==> config.mk <==
export PLATFORM = sky130hd
export DESIGN_NAME = keyboard_led_command_sender
export DESIGN_NICKNAME = d
export VERILOG_FILES = /design/src/hw/rtl/kled_pkg.sv /design/src/hw/rtl/kled_step.sv /design/src/hw/rtl/kled_out.sv /design/src/hw/rtl/keyboard_led_command_sender.sv
export SDC_FILE = /design/constraint.sdc
export NUM_CORES = 1
export LEC_CHECK = 0
export ABC_AREA = 0
export ABC_CLOCK_PERIOD_IN_PS = 4700
export BUFFER_PORTS_ARGS = -buffer_cell sky130_fd_sc_hd__buf_2
export CAP_MARGIN = 20
export CORE_ASPECT_RATIO = 1.5
export CORE_MARGIN = 1.5
export CORE_UTILIZATION = 46
export CTS_BUF_LIST = sky130_fd_sc_hd__clkbuf_2
export CTS_CLUSTER_DIAMETER = 150
export DETAILED_ROUTE_END_ITERATION = 10
export PLACE_DENSITY = 0.66
export SLEW_MARGIN = 20
export SYNTH_ARGS = -nofsm -noshare
export SYNTH_HDL_FRONTEND = slang
export SYNTH_SLANG_ARGS = --single-unit
export TNS_END_PERCENT = 5
==> constraint.sdc <==
create_clock -name clock -period 4.7 [get_ports clock]
set_input_delay 0.94 -clock clock [delete_from_list [all_inputs] [get_ports clock]]
set_output_delay 0.94 -clock clock [all_outputs]
set_load 0.05 [all_outputs]
==> src/hw/rtl/kled_pkg.sv <==
`timescale 1ns / 1ps
`default_nettype none

package kled_pkg;

   // Command codes carried on the request word
   localparam logic [1:0] CMD_START   = 2'd0;
   localparam logic [1:0] CMD_TICK    = 2'd1;
   localparam logic [1:0] CMD_RECEIVE = 2'd2;

   // Keyboard protocol bytes
   localparam logic [7:0] BYTE_SET_LEDS = 8'hED;
   localparam logic [7:0] BYTE_ACK      = 8'hFA;
   localparam logic [7:0] BYTE_RESEND   = 8'hFE;
   localparam logic [7:0] BYTE_ESCAPE   = 8'h01;

   // Exchange status codes
   localparam logic [2:0] ST_NONE       = 3'd0;
   localparam logic [2:0] ST_OK         = 3'd1;
   localparam logic [2:0] ST_READY_TO   = 3'd2;
   localparam logic [2:0] ST_REPLY_TO   = 3'd3;
   localparam logic [2:0] ST_RETRIES    = 3'd4;
   localparam logic [2:0] ST_UNEXPECTED = 3'd5;
   localparam logic [2:0] ST_ESCAPE     = 3'd6;

   // Control register indexes
   localparam logic CSR_TIMEOUT = 1'b0;
   localparam logic CSR_RETRIES = 1'b1;

   localparam logic [7:0] TIMEOUT_RESET = 8'd27;
   localparam logic [2:0] RETRIES_RESET = 3'd3;

   typedef struct packed {
      logic [7:0] timeout;
      logic [2:0] retries;
   } kled_cfg_type;

   typedef struct packed {
      logic       tx_valid;
      logic [7:0] tx_byte;
      logic       key_valid;
      logic [7:0] key_code;
      logic       done;
      logic [2:0] status;
   } kled_result_type;

endpackage

`default_nettype wire

==> src/hw/rtl/kled_step.sv <==
`timescale 1ns / 1ps
`default_nettype none

module kled_step #(
   parameter int TICK_COUNT_BITS = 8
) (
   input  wire                      clock,
   input  wire                      reset,
   input  wire                      take,
   input  wire [1:0]                command,
   input  wire [2:0]                mask_bits,
   input  wire [7:0]                rx_byte,
   input  wire                      in_buf_full,
   input  kled_pkg::kled_cfg_type   cfg,
   output kled_pkg::kled_result_type result
);
   import kled_pkg::*;

   localparam int CMP_W = (TICK_COUNT_BITS > 8) ? TICK_COUNT_BITS : 8;

   typedef enum logic [1:0] {
      PH_IDLE,
      PH_READY,
      PH_REPLY
   } phase_type;

   phase_type                  phase_ff, phase_in;
   logic [2:0]                 mask_ff, mask_in;
   logic                       sending_mask_ff, sending_mask_in;
   logic [2:0]                 attempt_ff, attempt_in;
   logic [TICK_COUNT_BITS-1:0] tick_ff, tick_in;
   logic                       escape_ff, escape_in;
   logic                       awaiting_ff, awaiting_in;

   logic [TICK_COUNT_BITS-1:0] tick_inc;
   logic [7:0]                 limit;
   logic                       tick_expired;
   logic [2:0]                 attempt_inc;
   logic                       start_byte;
   logic                       send;
   logic                       finish;
   logic [2:0]                 finish_status;

   // Saturating tick count and timeout compare
   assign tick_inc     = (tick_ff == '1) ? tick_ff : tick_ff + 1'b1;
   assign limit        = (cfg.timeout == 8'd0) ? 8'd1 : cfg.timeout;
   assign tick_expired = CMP_W'(tick_inc) >= CMP_W'(limit);
   assign attempt_inc  = attempt_ff + 3'd1;

   // Next state and result word for one request word
   always_comb begin
      phase_in        = phase_ff;
      mask_in         = mask_ff;
      sending_mask_in = sending_mask_ff;
      attempt_in      = attempt_ff;
      tick_in         = tick_ff;
      escape_in       = escape_ff;
      awaiting_in     = awaiting_ff;
      result          = '0;
      start_byte      = 1'b0;
      send            = 1'b0;
      finish          = 1'b0;
      finish_status   = ST_NONE;

      case (command)
         CMD_START: begin
            if (phase_ff == PH_IDLE) begin
               mask_in         = mask_bits;
               sending_mask_in = 1'b0;
               attempt_in      = 3'd0;
               start_byte      = 1'b1;
            end
         end
         CMD_TICK: begin
            if (phase_ff == PH_READY) begin
               if (!in_buf_full) begin
                  send = 1'b1;
               end else begin
                  tick_in = tick_inc;
                  if (tick_expired) begin
                     finish        = 1'b1;
                     finish_status = ST_READY_TO;
                  end
               end
            end else if (phase_ff == PH_REPLY) begin
               if (escape_ff) begin
                  finish        = 1'b1;
                  finish_status = ST_ESCAPE;
               end else begin
                  tick_in = tick_inc;
                  if (tick_expired) begin
                     finish        = 1'b1;
                     finish_status = ST_REPLY_TO;
                  end
               end
            end
         end
         CMD_RECEIVE: begin
            if (awaiting_ff && phase_ff == PH_REPLY) begin
               awaiting_in = 1'b0;
               if (rx_byte == BYTE_RESEND) begin
                  attempt_in = attempt_inc;
                  if (attempt_inc < cfg.retries) begin
                     start_byte = 1'b1;
                  end else begin
                     finish        = 1'b1;
                     finish_status = ST_RETRIES;
                  end
               end else if (rx_byte == BYTE_ACK) begin
                  if (escape_ff) begin
                     finish        = 1'b1;
                     finish_status = ST_ESCAPE;
                  end else if (!sending_mask_ff) begin
                     sending_mask_in = 1'b1;
                     attempt_in      = 3'd0;
                     start_byte      = 1'b1;
                  end else begin
                     finish        = 1'b1;
                     finish_status = ST_OK;
                  end
               end else begin
                  finish        = 1'b1;
                  finish_status = ST_UNEXPECTED;
               end
            end else begin
               result.key_valid = 1'b1;
               result.key_code  = rx_byte;
               if (rx_byte == BYTE_ESCAPE) begin
                  escape_in = 1'b1;
               end
            end
         end
         default: begin
         end
      endcase

      // Begin a byte: wait for buffer, send at once if it is free
      if (start_byte) begin
         phase_in    = PH_READY;
         awaiting_in = 1'b0;
         tick_in     = '0;
         send        = !in_buf_full;
      end

      // Byte goes out; a pending escape aborts the reply wait
      if (send) begin
         result.tx_valid = 1'b1;
         result.tx_byte  = sending_mask_in ? {5'd0, mask_in} : BYTE_SET_LEDS;
         phase_in        = PH_REPLY;
         awaiting_in     = 1'b1;
         tick_in         = '0;
         if (escape_ff) begin
            finish        = 1'b1;
            finish_status = ST_ESCAPE;
         end
      end

      if (finish) begin
         phase_in      = PH_IDLE;
         awaiting_in   = 1'b0;
         tick_in       = '0;
         result.done   = 1'b1;
         result.status = finish_status;
      end
   end

   // Exchange state
   always_ff @(posedge clock) begin
      if (reset) begin
         phase_ff        <= PH_IDLE;
         mask_ff         <= 3'd0;
         sending_mask_ff <= 1'b0;
         attempt_ff      <= 3'd0;
         tick_ff         <= '0;
         escape_ff       <= 1'b0;
         awaiting_ff     <= 1'b0;
      end else if (take) begin
         phase_ff        <= phase_in;
         mask_ff         <= mask_in;
         sending_mask_ff <= sending_mask_in;
         attempt_ff      <= attempt_in;
         tick_ff         <= tick_in;
         escape_ff       <= escape_in;
         awaiting_ff     <= awaiting_in;
      end
   end

endmodule

`default_nettype wire

==> src/hw/rtl/kled_out.sv <==
`timescale 1ns / 1ps
`default_nettype none

module kled_out (
   input  wire                       clock,
   input  wire                       reset,
   input  wire                       take,
   input  kled_pkg::kled_result_type result_in,
   input  wire                       rsp_stall,
   output logic                      rsp_valid,
   output kled_pkg::kled_result_type result,
   output logic                      full
);
   import kled_pkg::*;

   logic            valid_ff, valid_in;
   kled_result_type data_ff;

   // Held word blocks new requests only while the consumer stalls
   assign full      = valid_ff & rsp_stall;
   assign valid_in  = take | full;
   assign rsp_valid = valid_ff;
   assign result    = data_ff;

   always_ff @(posedge clock) begin
      if (reset) begin
         valid_ff <= 1'b0;
      end else begin
         valid_ff <= valid_in;
      end
   end

   // Result word register
   always_ff @(posedge clock) begin
      if (take) begin
         data_ff <= result_in;
      end
   end

endmodule

`default_nettype wire

==> src/hw/rtl/keyboard_led_command_sender.sv <==
// Output: a result word is on rsp_* in the cycle after its request word is taken.
// Throughput: one request word per cycle; only a stalled, held result word
//   stops intake, via req_stall.
// Reset (synchronous, active high): exchange idle, escape flag clear, output
//   register empty, timeout 27 ticks, retry limit 3.
`timescale 1ns / 1ps
`default_nettype none

module keyboard_led_command_sender #(
   parameter int TICK_COUNT_BITS = 8
) (
   input  wire        clock,
   input  wire        reset,
   input  wire        req_valid,
   output logic       req_stall,
   input  wire [1:0]  req_command,
   input  wire [2:0]  req_leds,
   input  wire [7:0]  req_rx_byte,
   input  wire        req_in_buf_full,
   output logic       rsp_valid,
   input  wire        rsp_stall,
   output logic       rsp_tx_valid,
   output logic [7:0] rsp_tx_byte,
   output logic       rsp_key_valid,
   output logic [7:0] rsp_key_code,
   output logic       rsp_done_res,
   output logic [2:0] rsp_status,
   input  wire        csr_write_en,
   input  wire        csr_index,
   input  wire [7:0]  csr_wdata
);
   import kled_pkg::*;

   kled_cfg_type    cfg_ff, cfg_in;
   kled_result_type step_result;
   kled_result_type out_result;
   logic            take;
   logic            out_full;

   assign req_stall = out_full;
   assign take      = req_valid & ~out_full;

   // Control registers
   always_comb begin
      cfg_in = cfg_ff;
      if (csr_write_en) begin
         case (csr_index)
            CSR_TIMEOUT: cfg_in.timeout = csr_wdata;
            CSR_RETRIES: cfg_in.retries = csr_wdata[2:0];
            default: begin
            end
         endcase
      end
   end

   always_ff @(posedge clock) begin
      if (reset) begin
         cfg_ff.timeout <= TIMEOUT_RESET;
         cfg_ff.retries <= RETRIES_RESET;
      end else begin
         cfg_ff <= cfg_in;
      end
   end

   kled_step #(
      .TICK_COUNT_BITS(TICK_COUNT_BITS)
   ) u_step (
      .clock       (clock),
      .reset       (reset),
      .take        (take),
      .command     (req_command),
      .mask_bits   (req_leds),
      .rx_byte     (req_rx_byte),
      .in_buf_full (req_in_buf_full),
      .cfg         (cfg_ff),
      .result      (step_result)
   );

   kled_out u_out (
      .clock     (clock),
      .reset     (reset),
      .take      (take),
      .result_in (step_result),
      .rsp_stall (rsp_stall),
      .rsp_valid (rsp_valid),
      .result    (out_result),
      .full      (out_full)
   );

   assign rsp_tx_valid  = out_result.tx_valid;
   assign rsp_tx_byte   = out_result.tx_byte;
   assign rsp_key_valid = out_result.key_valid;
   assign rsp_key_code  = out_result.key_code;
   assign rsp_done_res  = out_result.done;
   assign rsp_status    = out_result.status;

endmodule

`default_nettype wire

After elaboration in Yosys (flattened, before gate mapping)
Cells that the tools add are included.
- add/subtract/negate cells: 2
- order comparisons: 2
- equality and inequality tests: 15
- mux-type cells: 78
- bitwise operators: 7
- reductions and logical operators: 20
- operators by type and width (kind ; number):
    8-bit two-way mux ; 11
    3-bit two-way mux ; 19
    1-bit two-way mux ; 35
    8-bit == test, second input constant ; 3
    9-bit two-way mux ; 2
    3-bit one-hot mux with 2 select lines ; 2
    4-bit nonzero test ; 3
    2-bit two-way mux ; 5
    8-bit by 1-bit adder with 8-bit output, second input constant ; 1
    8-bit by 1-bit == test with 1-bit output, second input constant ; 1
    8-bit >= comparator ; 1
    8-bit zero test ; 1
    2-bit AND reduction ; 4
    7-bit AND reduction ; 1
    3-bit inequality test, second input constant ; 2
    1-bit one-hot mux with 2 select lines ; 3
    5-bit by 2-bit inequality test with 1-bit output, second input constant ; 1
    5-bit inequality test, second input constant ; 1
    5-bit AND reduction ; 1
    5-bit nonzero test ; 1
    2-bit by 1-bit == test with 1-bit output, second input constant ; 2
    2-bit == test, second input constant ; 2
    2-bit zero test ; 2
    4-bit two-way mux ; 1
    14 further kinds ; 19
- register bits after elaboration: 53
- input bits: 28
- output and inout bits: 24
- word-level logic and storage cells: 141

Logic depth before layout (Yosys ltp)
Gate-level depths: netlist of the first run.
- depth in word-level cells: 12
- depth in mapped cells: 14
- depth with buffers taken out: 12

Hierarchy
Synthesis of the first run repeated with hierarchy kept, for this count alone.
- cell total of the unflattened synthesis: 304
- area total of the unflattened synthesis: 2951.6 sq um
- by module, submodules not included (module ; instances ; cells each ; area an instance (sq um) ; sequential area each (sq um)):
    kled_step ; 1 ; 229 ; 1760.4 ; 380.4
    kled_out ; 1 ; 26 ; 696.9 ; 680.7
    keyboard_led_command_sender ; 1 ; 49 ; 494.2 ; 220.2

Worst setup path after synthesis of the first run
OpenSTA, ideal clock, no wires.
- path type: reg-to-reg
- start: reg u_step.tick_ff[0]
- end: reg u_step.tick_ff[2]
- library setup time: 93 ps
- data arrival time: 2952 ps
- data required time: 4607 ps
- slack: 1655 ps
- stages on the path, launching flop included: 13
- path buffers: 0
- clock period less this slack: 3045 ps
- cell sequence: dfxtp_1 -> ha_1 -> and2_1 -> and4_1 -> mux2i_1 -> inv_1 -> ha_1 -> a21o_1 -> a2111oi_0 -> o21ai_1 -> a32oi_4 -> nand4_2 -> o32ai_1
- cells in the longest elaborated chain, start to end: 12
- elaborated cells between the ends (all ways): 25
- classes of those cells: add/sub (1); order compare (1); eq/ne (3); mux (17); reduce/logical (3)
- RTL lines (what ; line ; source):
    from (decl) ; kled_step.sv:31 ; logic [TICK_COUNT_BITS-1:0] tick_ff, tick_in;
    from (signal assigned) ; kled_step.sv:182 ; tick_ff <= tick_in;
    8-bit by 1-bit adder with 8-bit output or 8-bit == test (tied branches) ; kled_step.sv:45 ; assign tick_inc = (tick_ff == '1) ? tick_ff : tick_ff + 1'b1;
    8-bit two-way mux (*) ; kled_step.sv:45 ;
    8-bit >= comparator ; kled_step.sv:47 ; assign tick_expired = CMP_W'(tick_inc) >= CMP_W'(limit);
    1-bit two-way mux ; kled_step.sv:80, kled_step.sv:91 ;
    1-bit two-way mux ; kled_step.sv:86 ; if (escape_ff) begin
    1-bit two-way mux ; kled_step.sv:85 ; end else if (phase_ff == PH_REPLY) begin
    1-bit two-way mux ; kled_step.sv:75 ; if (phase_ff == PH_READY) begin
    1-bit one-hot mux with 2 select lines ; kled_step.sv:65 ; case (command)
    1-bit two-way mux ; kled_step.sv:152 ; if (escape_ff) begin
    1-bit two-way mux ; kled_step.sv:146 ; if (send) begin
    5-bit inequality test (no line), or another cell as far along ; -- ;
    5-bit AND reduction (no line) ; -- ;
Every way passes the cells marked *; elsewhere a longest branch is shown, timed or not. The select of a mux whose other input is x is not followed.
A chain may end at the register's enable or synchronous reset.

Worst setup path after layout of the first run
- start: reg u_step.tick_ff[0]
- end: reg u_step.tick_ff[6]
Same word-level chain as after synthesis.

==> results of run 1 <==
## worst max-delay path, delay by kind of cell, from the launching register on
family	cells	cell delay, ns
buffers and inverters	1	0.07
flip-flops	1	0.48
AND/OR/NAND/NOR	3	0.67
multiplexers	1	0.27
AO/OA/AOI/OAI	5	1.55
adder cells (fa/ha/maj)	2	0.52
## cell type report
| type | instances | area [um^2] |
|---|---|---|
| clock buffer | 5 | 25.0 |
| clock inverter | 3 | 46.3 |
| fill | 592 | 2900 |
| inverter | 25 | 93.8 |
| multi-input combinational | 224 | 1520 |
| sequential | 49 | 1160 |
| tap | 74 | 92.6 |
| timing repair buffer | 51 | 258 |
## how the worst max path moves through the flow
stage                       from           endpoint  cells after the start
2_1_floorplan  u_step.tick_ff[0]  u_step.tick_ff[2]                     12
3_3_place_gp   u_step.tick_ff[0]  u_step.tick_ff[7]                     12
3_5_place_dp   u_step.tick_ff[0]  u_step.tick_ff[6]                     12
4_1_cts        u_step.tick_ff[0]  u_step.tick_ff[6]                     12
5_1_grt        u_step.tick_ff[0]  u_step.tick_ff[4]                     12
6_report       u_step.tick_ff[0]  u_step.tick_ff[6]                     12
## where the power goes
part           switching (mW)  internal (mW)  total (mW)
clock network           0.139         0.0905       0.229
registers             0.00663          0.459       0.465
logic                   0.101         0.0436       0.145
total                   0.247          0.593       0.840
## sequential cells by signal, indices dropped and copies added, names as in the netlist
signal	flops
u_out.result	18
u_step.mask_ff	3
u_step.escape_ff	1
u_step.sending_mask_ff	1
u_step.tick_ff	8
u_step.awaiting_ff	1
cfg_ff	11
u_step.phase_ff	2
u_step.attempt_ff	3
u_out.rsp_valid	1
## kinds of logic (layout without fill, tap and decap cells)
logic type	after synthesis	count (layout)	share of synthesized area
compound gates	82	82	0.213
xor+xnor	4	4	0.0123
fa+ha+maj	18	18	0.0790
buf+inv	40	84	0.0614
flops	49	49	0.407
mux	6	6	0.0219
other cells	1	1	0.00132
simple gates	113	113	0.204
## cell usage in the layout, fill, tap and decap left out, types with 10 or more instances in the layout
cell type / n
a21oi_1: 24
nor2_1: 22
buf_2: 50
nand2_1: 26
nand2b_1: 12
and2_1: 12
o21ai_0: 10
nand3_1: 11
ha_1: 18
inv_1: 23
edfxtp_1: 18
dfxtp_1: 31
## routing by layer
| layer | track usage | routed length [um] |
|---|---|---|
| met5 | 0 | 0 |
| met3 | 0.0339 | 194 |
| met1 | 0.205 | 2330 |
| met4 | 0.0785 | 171 |
| met2 | 0.343 | 3200 |
==> key figures, run 1 <==
Synth
  • Main area contributors after synthesis: dfxtp_1 (22%), edfxtp_1 (19%), ha_1 (7.9%), a21oi_1 (4.2%), nand2_1 (3.4%)
  • Post-synth top flop: dfxtp_1
  • Seq/Total Area, Yosys: 0.407
  • Area leader, netlist: dfxtp_1
  • EDFF count, synth: 18
  • Count leader, synth: dfxtp_1
  • Syn nets: 359
  • Ys async rst share: 0
  • Share of the synthesized area in the top cell type: 0.218
  • Synth unique cells: 57
  • YS warnings: 0
  • Mean Syn Cell Area: 9.11 um^2
  • Yosys reg bits: 49
  • Commonest cells post-synth: dfxtp_1 (31), nand2_1 (26), a21oi_1 (24)
  • Synth Cell Area: 2850 um^2
  • Syn Inst Count: 313

Timing
  • Fmax: 276 MHz
  • Setup TNS: 0 ns
  • Slew HR: 0.369
  • Slew @ Worst Pin: 0.944 ns
  • Final period utilization: 0.771
  • Final Setup Violations: 0
  • Slack of the critical path: 1.07 ns
  • Final Hold Slack: 0.478 ns
  • RSZ-0062 raised after global routing: no
  • Final Skew: 0.0238 ns
  • Final Hold Fails: 0
  • Final Max Tran Viols: 0
  • Period minus WS final: 3.63 ns

Worst setup path
  • WP data arrival: 3.99 ns
  • R2r setup slk: 1.07 ns
  • Worst path max stage delay: 0.48 ns
  • Worst endpoint required time: 5.07 ns
  • FF-to-FF path depth: 12
  • CP max FO: 14
  • Critical-path top delay cell: dfxtp_1
  • Worst setup path class: reg -> reg
  • Critical Path Start Type: register
  • R2r endpoint: u_step.tick_ff[6]
  • Critical-path cell list: ha_1, and2_1, and4_1, mux2i_1, inv_1, ha_1, a21o_1, a2111oi_0, o21ai_1, a32oi_4, nand4_2, o32ai_1
  • Crit. End Element: register
  • Crit path top cell by count: ha_1
  • Worst R2R Start: u_step.tick_ff[0]

Routing
  • Via count: 2385
  • Initial DRT Pass Iterations: 4
  • 1st-iter DRT viols: 215
  • Remaining antenna violation count: 0
  • Via density: 5.53
  • DRC: 0
  • Wire per inst: 13.7 um
  • Drt total wl: 5890 um

Floorplan
  • Die H: 99.4 um
  • Die ar.: 6690 um^2
  • Die W: 67.3 um
  • I/O pin count: 52
  • Initial Utilization: 0.468
  • Core Rows: 35
  • Core Region: 6090 um^2

Global routing
  • Number of global-route vias before repair: 2292
  • Antenna violations before repair: 0
  • Aggregate global-route resource usage: 0.188
  • Largest net degree at the start of global routing: 37
  • First-pass GRT wire length: 9850 um
  • Global route overflow: 0

Run
  • Max-cap violations: 0

Pwr
  • Max VDD drop: 147 uV
  • Leak: 1.37 nW
  • Power Dens Cells: 263 nW/um^2
  • Power consumption: 0.840 mW

Finish
  • Post-Layout Cell Count: 431
  • Final #Nets: 402
  • Layout overhead on the synthesized area: 11.9%
  • Utilization after layout: 0.524
  • Antenna Diode Count: 0
  • Final instance area: 3190 um^2
  • Layout cells sized above 1: 0.202

Placement
  • Worst slack, placed: 1.10 ns
  • Gp weighted congestion: 0.855
  • Post-DP HPWL: 4500 um
  • Placed cell areas: 3120 um^2
  • Dpl cells: 423
  • Buffers on Ports: 50

Clocking
  • CTS resizes: 0
  • Clock Root Buffer: clkbuf_2
  • # H-tree levels: 2
  • Cts hold-fix bufs: 0
  • CTS max path bufs: 2
  • Clk Latency, worst-skew pair: 0.43 ns
  • CTS tree: yes
  • Clock buffer count from CTS: 5
  • CTS Sinks: 49
  • Reg clk slew, reported paths: 0.25 ns
  • Postcts setup bufs: 0

Min path
  • Hold Crit Endpoint: cfg_ff[2]
  • Min-delay worst type: reg -> reg
  • Hold depth: 2
  • Hold Startpoint: cfg_ff[2]

Status
  • Run status: finished, final reports clean
No activity file was read; power rests on OpenSTA's default activity.
==> inputs of run 2 (changes only) <==
Settings changed: ABC_CLOCK_PERIOD_IN_PS 4700 to 3700.
Clock period 4.7 ns to 3.7 ns, I/O delays scaled along.
==> run 2 against run 1 <==
  * Flip-flop and latch count is the same
  * Worst setup slack lost 0.79 ns
  * First-iteration DRC count shrank 46%
  * Clock skew shrank 0.012 ns
  * Sequential power grew 27%
  * Fmax grew 6.1%
  * Global-route usage grew 0.75 points
==> key figures, run 2 (same netlist as run 1, synthesis figures left out) <==
Worst setup path
  • Critical Path Start Type: register
  • Worst path max stage delay: 0.44 ns (-0.04 ns)
  • WP data arrival: 3.79 ns (-0.20 ns)
  • CP max FO: 6 (-8)
  • Worst setup path class: reg -> reg
  • Crit. End Element: register
  • Crit path top cell by count: ha_1
  • Critical-path top delay cell: dfxtp_2
  • Critical-path cell list: ha_1, and2_1, and4_1, mux2i_1, inv_1, ha_1, a21o_1, a2111oi_1, o21ai_1, a32oi_4, buf_4, nand3_1, a221oi_2
  • Worst endpoint required time: 4.07 ns (-1.00 ns)

Routing
  • Drt total wl: 6030 um (+2.3%)
  • Via count: 2400 (+0.63%)
  • DRC: 0 (unchanged)
  • Via density: 5.49 (-0.75%)
  • Initial DRT Pass Iterations: 4 (unchanged)
  • Remaining antenna violation count: 0 (unchanged)
  • 1st-iter DRT viols: 116 (-46%)
  • Wire per inst: 13.8 um (+0.94%)

Clocking
  • Reg clk slew, reported paths: 0.25 ns (about the same)
  • Cts hold-fix bufs: 0 (unchanged)
  • CTS Sinks: 49 (unchanged)
  • # H-tree levels: 2 (unchanged)
  • Clock buffer count from CTS: 5 (unchanged)
  • Clock Root Buffer: clkbuf_2
  • Clk Latency, worst-skew pair: 0.43 ns (about the same)
  • CTS tree: yes
  • CTS max path bufs: 2 (unchanged)

Global routing
  • First-pass GRT wire length: 10100 um (+2.9%)
  • Antenna violations before repair: 0 (unchanged)
  • Global route overflow: 0 (unchanged)
  • Aggregate global-route resource usage: 0.195 (+0.00750)
  • Number of global-route vias before repair: 2363 (+3.1%)
  • Largest net degree at the start of global routing: 37 (unchanged)

Status
  • Run status: finished, final reports clean

Finish
  • Layout cells sized above 1: 0.218 (+0.0160)
  • Final #Nets: 408 (+1.5%)
  • Antenna Diode Count: 0 (unchanged)
  • Number of flip-flops in the largest register: 18 (unchanged)
  • Layout overhead on the synthesized area: 13.6%
  • Commonest non-fill, non-tap cell in the layout: buf_2
  • Commonest cells after routing, fill and taps aside: buf_2 (50), dfxtp_1 (30), nand2_1 (26), a21oi_1 (24), inv_1 (23)

Timing
  • Period minus WS final: 3.42 ns (-0.210 ns)
  • Setup TNS: 0 ns (unchanged)
  • Slew @ Worst Pin: 0.955 ns (+0.0107 ns)
  • Final Setup Violations: 0 (unchanged)
  • Final Skew: 0.0123 ns (-0.0115 ns)
  • Fmax: 293 MHz (+6.1%)
  • Final Max Tran Viols: 0 (unchanged)
  • RSZ-0062 raised after global routing: no
  • Final period utilization: 0.923 (+0.152)
  • Slew HR: 0.362 (-0.00713)
  • Final Hold Fails: 0 (unchanged)

Floorplan
  • Die W: 67.3 um (unchanged)
  • Core Region: 6090 um^2 (unchanged)
  • Die ar.: 6690 um^2 (unchanged)
  • Die H: 99.4 um (unchanged)
  • I/O pin count: 52 (unchanged)
  • Initial Utilization: 0.468 (unchanged)
  • Core Rows: 35 (unchanged)

Pwr
  • Leak: 1.40 nW (+2.0%)
  • Power consumption: 1.07 mW (+27%)
  • Power Dens Cells: 330 nW/um^2 (+25%)
  • Max VDD drop: 212 uV (+44%)

Placement
  • Buffers on Ports: 50 (unchanged)
  • Gp weighted congestion: 0.866 (+1.3%)
  • Post-DP HPWL: 4600 um (+2.3%)

Min path
  • Min-delay worst type: reg -> reg

Run
  • Max-cap violations: 0 (unchanged)
==> run 2: per-stage QoR <==
step / cells / utilization / hold slack [ns] / setup WS, ns / instance area [um^2]
after global routing: 437 / 0.532 / 0.438 / 0.0243 / 3240
after CTS: 433 / 0.527 / 0.464 / 0.0350 / 3210
final: 437 / 0.532 / 0.484 / 0.284 / 3240
after global placement: 425 / 0.515 / 0.448 / 0.259 / 3140
after floorplan: 313 / - / 0.435 / 0.655 / 2850
after detailed placement: 425 / 0.515 / 0.452 / 0.0910 / 3140
==> run 2: area by class of cell <==
type                            count  area, um^2
Clock buffer                        5        25.0
Clock inverter                      3        46.3
Fill cell                         606        2850
Inverter                           25        93.8
Multi-Input combinational cell    224        1520
Sequential cell                    49        1160
Tap cell                           74        92.6
Timing Repair Buffer               57         303
==> run 2: path summary, 6_finish.rpt <==
path	start	end	slack (ns)	depth (start not counted)
setup / recovery	u_step.tick_ff[0]	u_step.phase_ff[1]	0.28	13
hold / removal	cfg_ff[2]	cfg_ff[2]	0.48	2
setup reg to reg	u_step.tick_ff[0]	u_step.phase_ff[1]	0.28	13
hold reg to reg	cfg_ff[2]	cfg_ff[2]	0.48	2
==> run 2: repair_timing <==
action                     CTS  global route
buffers inserted             0             4
setup endpoints to repair    0            14
gates resized for setup      0             2
==> run 2: critical path: cells and delay by family, from the launching register on <==
| family | cells | cell delay [ns] |
|---|---|---|
| simple gates | 3 | 0.54 |
| fa+ha+maj | 2 | 0.50 |
| flops | 1 | 0.44 |
| mux | 1 | 0.27 |
| buf+inv | 2 | 0.25 |
| compound gates | 5 | 1.35 |
==> run 2: where the power goes <==
| group | internal, mW | leakage (nW) | total [mW] | switching, mW |
|---|---|---|---|---|
| Clock | 0.115 | 0.0392 | 0.291 | 0.176 |
| Sequential | 0.583 | 0.434 | 0.591 | 0.00857 |
| Combinational | 0.0566 | 0.925 | 0.186 | 0.129 |
| Total | 0.754 | 1.40 | 1.07 | 0.314 |
==> run 2: metal layers <==
metal,up-vias,GRT usage,wire [um]
met5,-,0,0
met2,60,0.354,3250
met4,0,0.0942,184
met3,17,0.0317,218
met1,1104,0.212,2380
li1,1219,-,-
==> inputs of run 3 (changes only) <==
Settings changed: ABC_CLOCK_PERIOD_IN_PS 3700 to 4400, CORE_ASPECT_RATIO 1.5 to default.
Clock period 3.7 ns to 4.4 ns, I/O delays scaled along.
==> run 3 against run 2 <==
  * Worst setup slack better by 0.53 ns
  * Critical endpoint is now u_step.tick_ff[2]
  * Core utilization up 0.71 points
  * Largest cell class unchanged
  * Count of clock-buffer cells in the layout unchanged
==> key figures, run 3 (same netlist as run 1, synthesis figures left out) <==
Floorplan
  • Initial Utilization: 0.479 (+0.0103)
  • Core Region: 5960 um^2 (-2.2%)
  • I/O pin count: 52 (unchanged)
  • Die H: 81.7 um (-18%)
  • Die W: 81.7 um (+21%)
  • Die ar.: 6680 um^2 (-0.15%)
  • Core Rows: 28 (-20%)

Pwr
  • Leak: 1.38 nW (-0.97%)
  • Max VDD drop: 148 uV (-30%)
  • Power Dens Cells: 296 nW/um^2 (-10%)

Clocking
  • CTS tree: yes
  • Clock Root Buffer: clkbuf_2
  • Clock buffer count from CTS: 5 (unchanged)
  • CTS resizes: 0 (unchanged)
  • CTS max path bufs: 2 (unchanged)
  • # H-tree levels: 2 (unchanged)
  • Cts hold-fix bufs: 0 (unchanged)
  • CTS Sinks: 49 (unchanged)
  • Postcts setup bufs: 0 (unchanged)
  • Reg clk slew, reported paths: 0.24 ns (about the same)
  • Clk Latency, worst-skew pair: 0.43 ns (about the same)

Routing
  • Wire per inst: 13.4 um (-2.8%)
  • Initial DRT Pass Iterations: 4 (unchanged)
  • Via density: 5.44 (-0.87%)
  • Remaining antenna violation count: 0 (unchanged)
  • DRC: 0 (unchanged)
  • Drt total wl: 5800 um (-3.9%)
  • Via count: 2352 (-2.0%)
  • 1st-iter DRT viols: 112 (-3.4%)

Finish
  • Commonest non-fill, non-tap cell in the layout: buf_2
  • Commonest cells after routing, fill and taps aside: buf_2 (50), dfxtp_1 (31), nand2_1 (26), a21oi_1 (24), inv_1 (23)
  • Antenna Diode Count: 0 (unchanged)
  • Utilization after layout: 0.539 (+0.00712)
  • # fillers: 589 (-2.8%)
  • Number of flip-flops in the largest register: 18 (unchanged)
  • Layout overhead on the synthesized area: 12.6%
  • Final #Nets: 402 (-1.5%)
  • Layout cells sized above 1: 0.202 (-0.0160)

Worst setup path
  • Critical-path cell list: ha_1, and2_1, and4_1, mux2i_1, inv_1, ha_1, a21o_1, a2111oi_0, o21ai_1, a32oi_4, nand4_2, o32ai_1
  • Crit path top cell by count: ha_1
  • WP data arrival: 3.94 ns (+0.15 ns)
  • Critical Path Start Type: register
  • Worst path max stage delay: 0.49 ns (+0.05 ns)
  • Worst endpoint required time: 4.75 ns (+0.68 ns)
  • Critical-path top delay cell: a32oi_4
  • CP max FO: 14 (+8)
  • Worst setup path class: reg -> reg
  • Crit. End Element: register

Timing
  • Slew HR: 0.365 (+0.00268)
  • Fmax: 279 MHz (-4.9%)
  • Final Hold Fails: 0 (unchanged)
  • Final Max Tran Viols: 0 (unchanged)
  • Final Setup Violations: 0 (unchanged)
  • Slew @ Worst Pin: 0.951 ns (-0.00402 ns)
  • Final Skew: 0.0241 ns (+0.0118 ns)
  • Period minus WS final: 3.59 ns (+0.175 ns)
  • Final period utilization: 0.816 (-0.107)
  • RSZ-0062 raised after global routing: no
  • Setup TNS: 0 ns (unchanged)

Global routing
  • Aggregate global-route resource usage: 0.183 (-0.0121)
  • Number of global-route vias before repair: 2158 (-8.7%)
  • Largest net degree at the start of global routing: 37 (unchanged)
  • Antenna violations before repair: 0 (unchanged)
  • Global route overflow: 0 (unchanged)
  • First-pass GRT wire length: 9540 um (-5.9%)

Min path
  • Min-delay worst type: reg -> reg

Status
  • Run status: finished, final reports clean

Run
  • Max-cap violations: 0 (unchanged)

Placement
  • Post-DP HPWL: 4300 um (-6.6%)
  • Gp weighted congestion: 0.836 (-3.4%)
  • Buffers on Ports: 50 (unchanged)
-- run 3: area by class of cell --
cell class / instances / area, um^2 / area share
Tap cell: 75 / 93.8 / 0.0292
Sequential cell: 49 / 1160 / 0.362
Multi-Input combinational cell: 224 / 1520 / 0.472
Inverter: 25 / 93.8 / 0.0292
Timing Repair Buffer: 51 / 258 / 0.0802
Clock buffer: 5 / 25.0 / 0.00779
Clock inverter: 3 / 65.1 / 0.0203
-- run 3: critical path, delay by kind of cell, from the launching register on --
| family | cells | cell delay (ns) |
|---|---|---|
| buffers and inverters | 1 | 0.07 |
| and+or+nand+nor | 3 | 0.69 |
| AOI/OAI and AO/OA | 5 | 1.52 |
| DFF | 1 | 0.48 |
| adders and majority gates | 2 | 0.52 |
| muxes | 1 | 0.25 |
-- run 3: stage by stage --
| stage | setup WS (ns) | hold WS (ns) | total power [mW] | instances | cell area [um^2] |
|---|---|---|---|---|---|
| after floorplan | 1.36 | 0.435 | 0.621 | 313 | 2850 |
| after global placement | 0.960 | 0.453 | 0.660 | 424 | 3120 |
| after detailed placement | 0.816 | 0.454 | 0.661 | 424 | 3120 |
| after CTS | 0.774 | 0.479 | 0.957 | 432 | 3210 |
| after global routing | 0.528 | 0.503 | 0.990 | 432 | 3210 |
| final | 0.810 | 0.479 | 0.950 | 432 | 3210 |
-- run 3: final timing paths --
path / from / to / slack [ns] / cells after the start
setup reg to reg: u_step.tick_ff[0] / u_step.tick_ff[2] / 0.81 / 12
hold / removal: cfg_ff[2] / cfg_ff[2] / 0.48 / 2
setup / recovery: u_step.tick_ff[0] / u_step.tick_ff[2] / 0.81 / 12
hold reg to reg: cfg_ff[2] / cfg_ff[2] / 0.48 / 2
-- run 3: report_power, final --
group	switching, mW	internal, mW	total, mW
sequential	0.00700	0.490	0.497
combinational	0.108	0.0465	0.155
clock	0.146	0.152	0.298
total	0.262	0.688	0.950
-- run 3: routing by layer --
metal	track usage	wire, um	up-vias
met2	0.301	2640	69
li1	-	-	1204
met1	0.233	2770	1071
met5	0	0	-
met4	0.0729	97	0
met3	0.0389	292	8
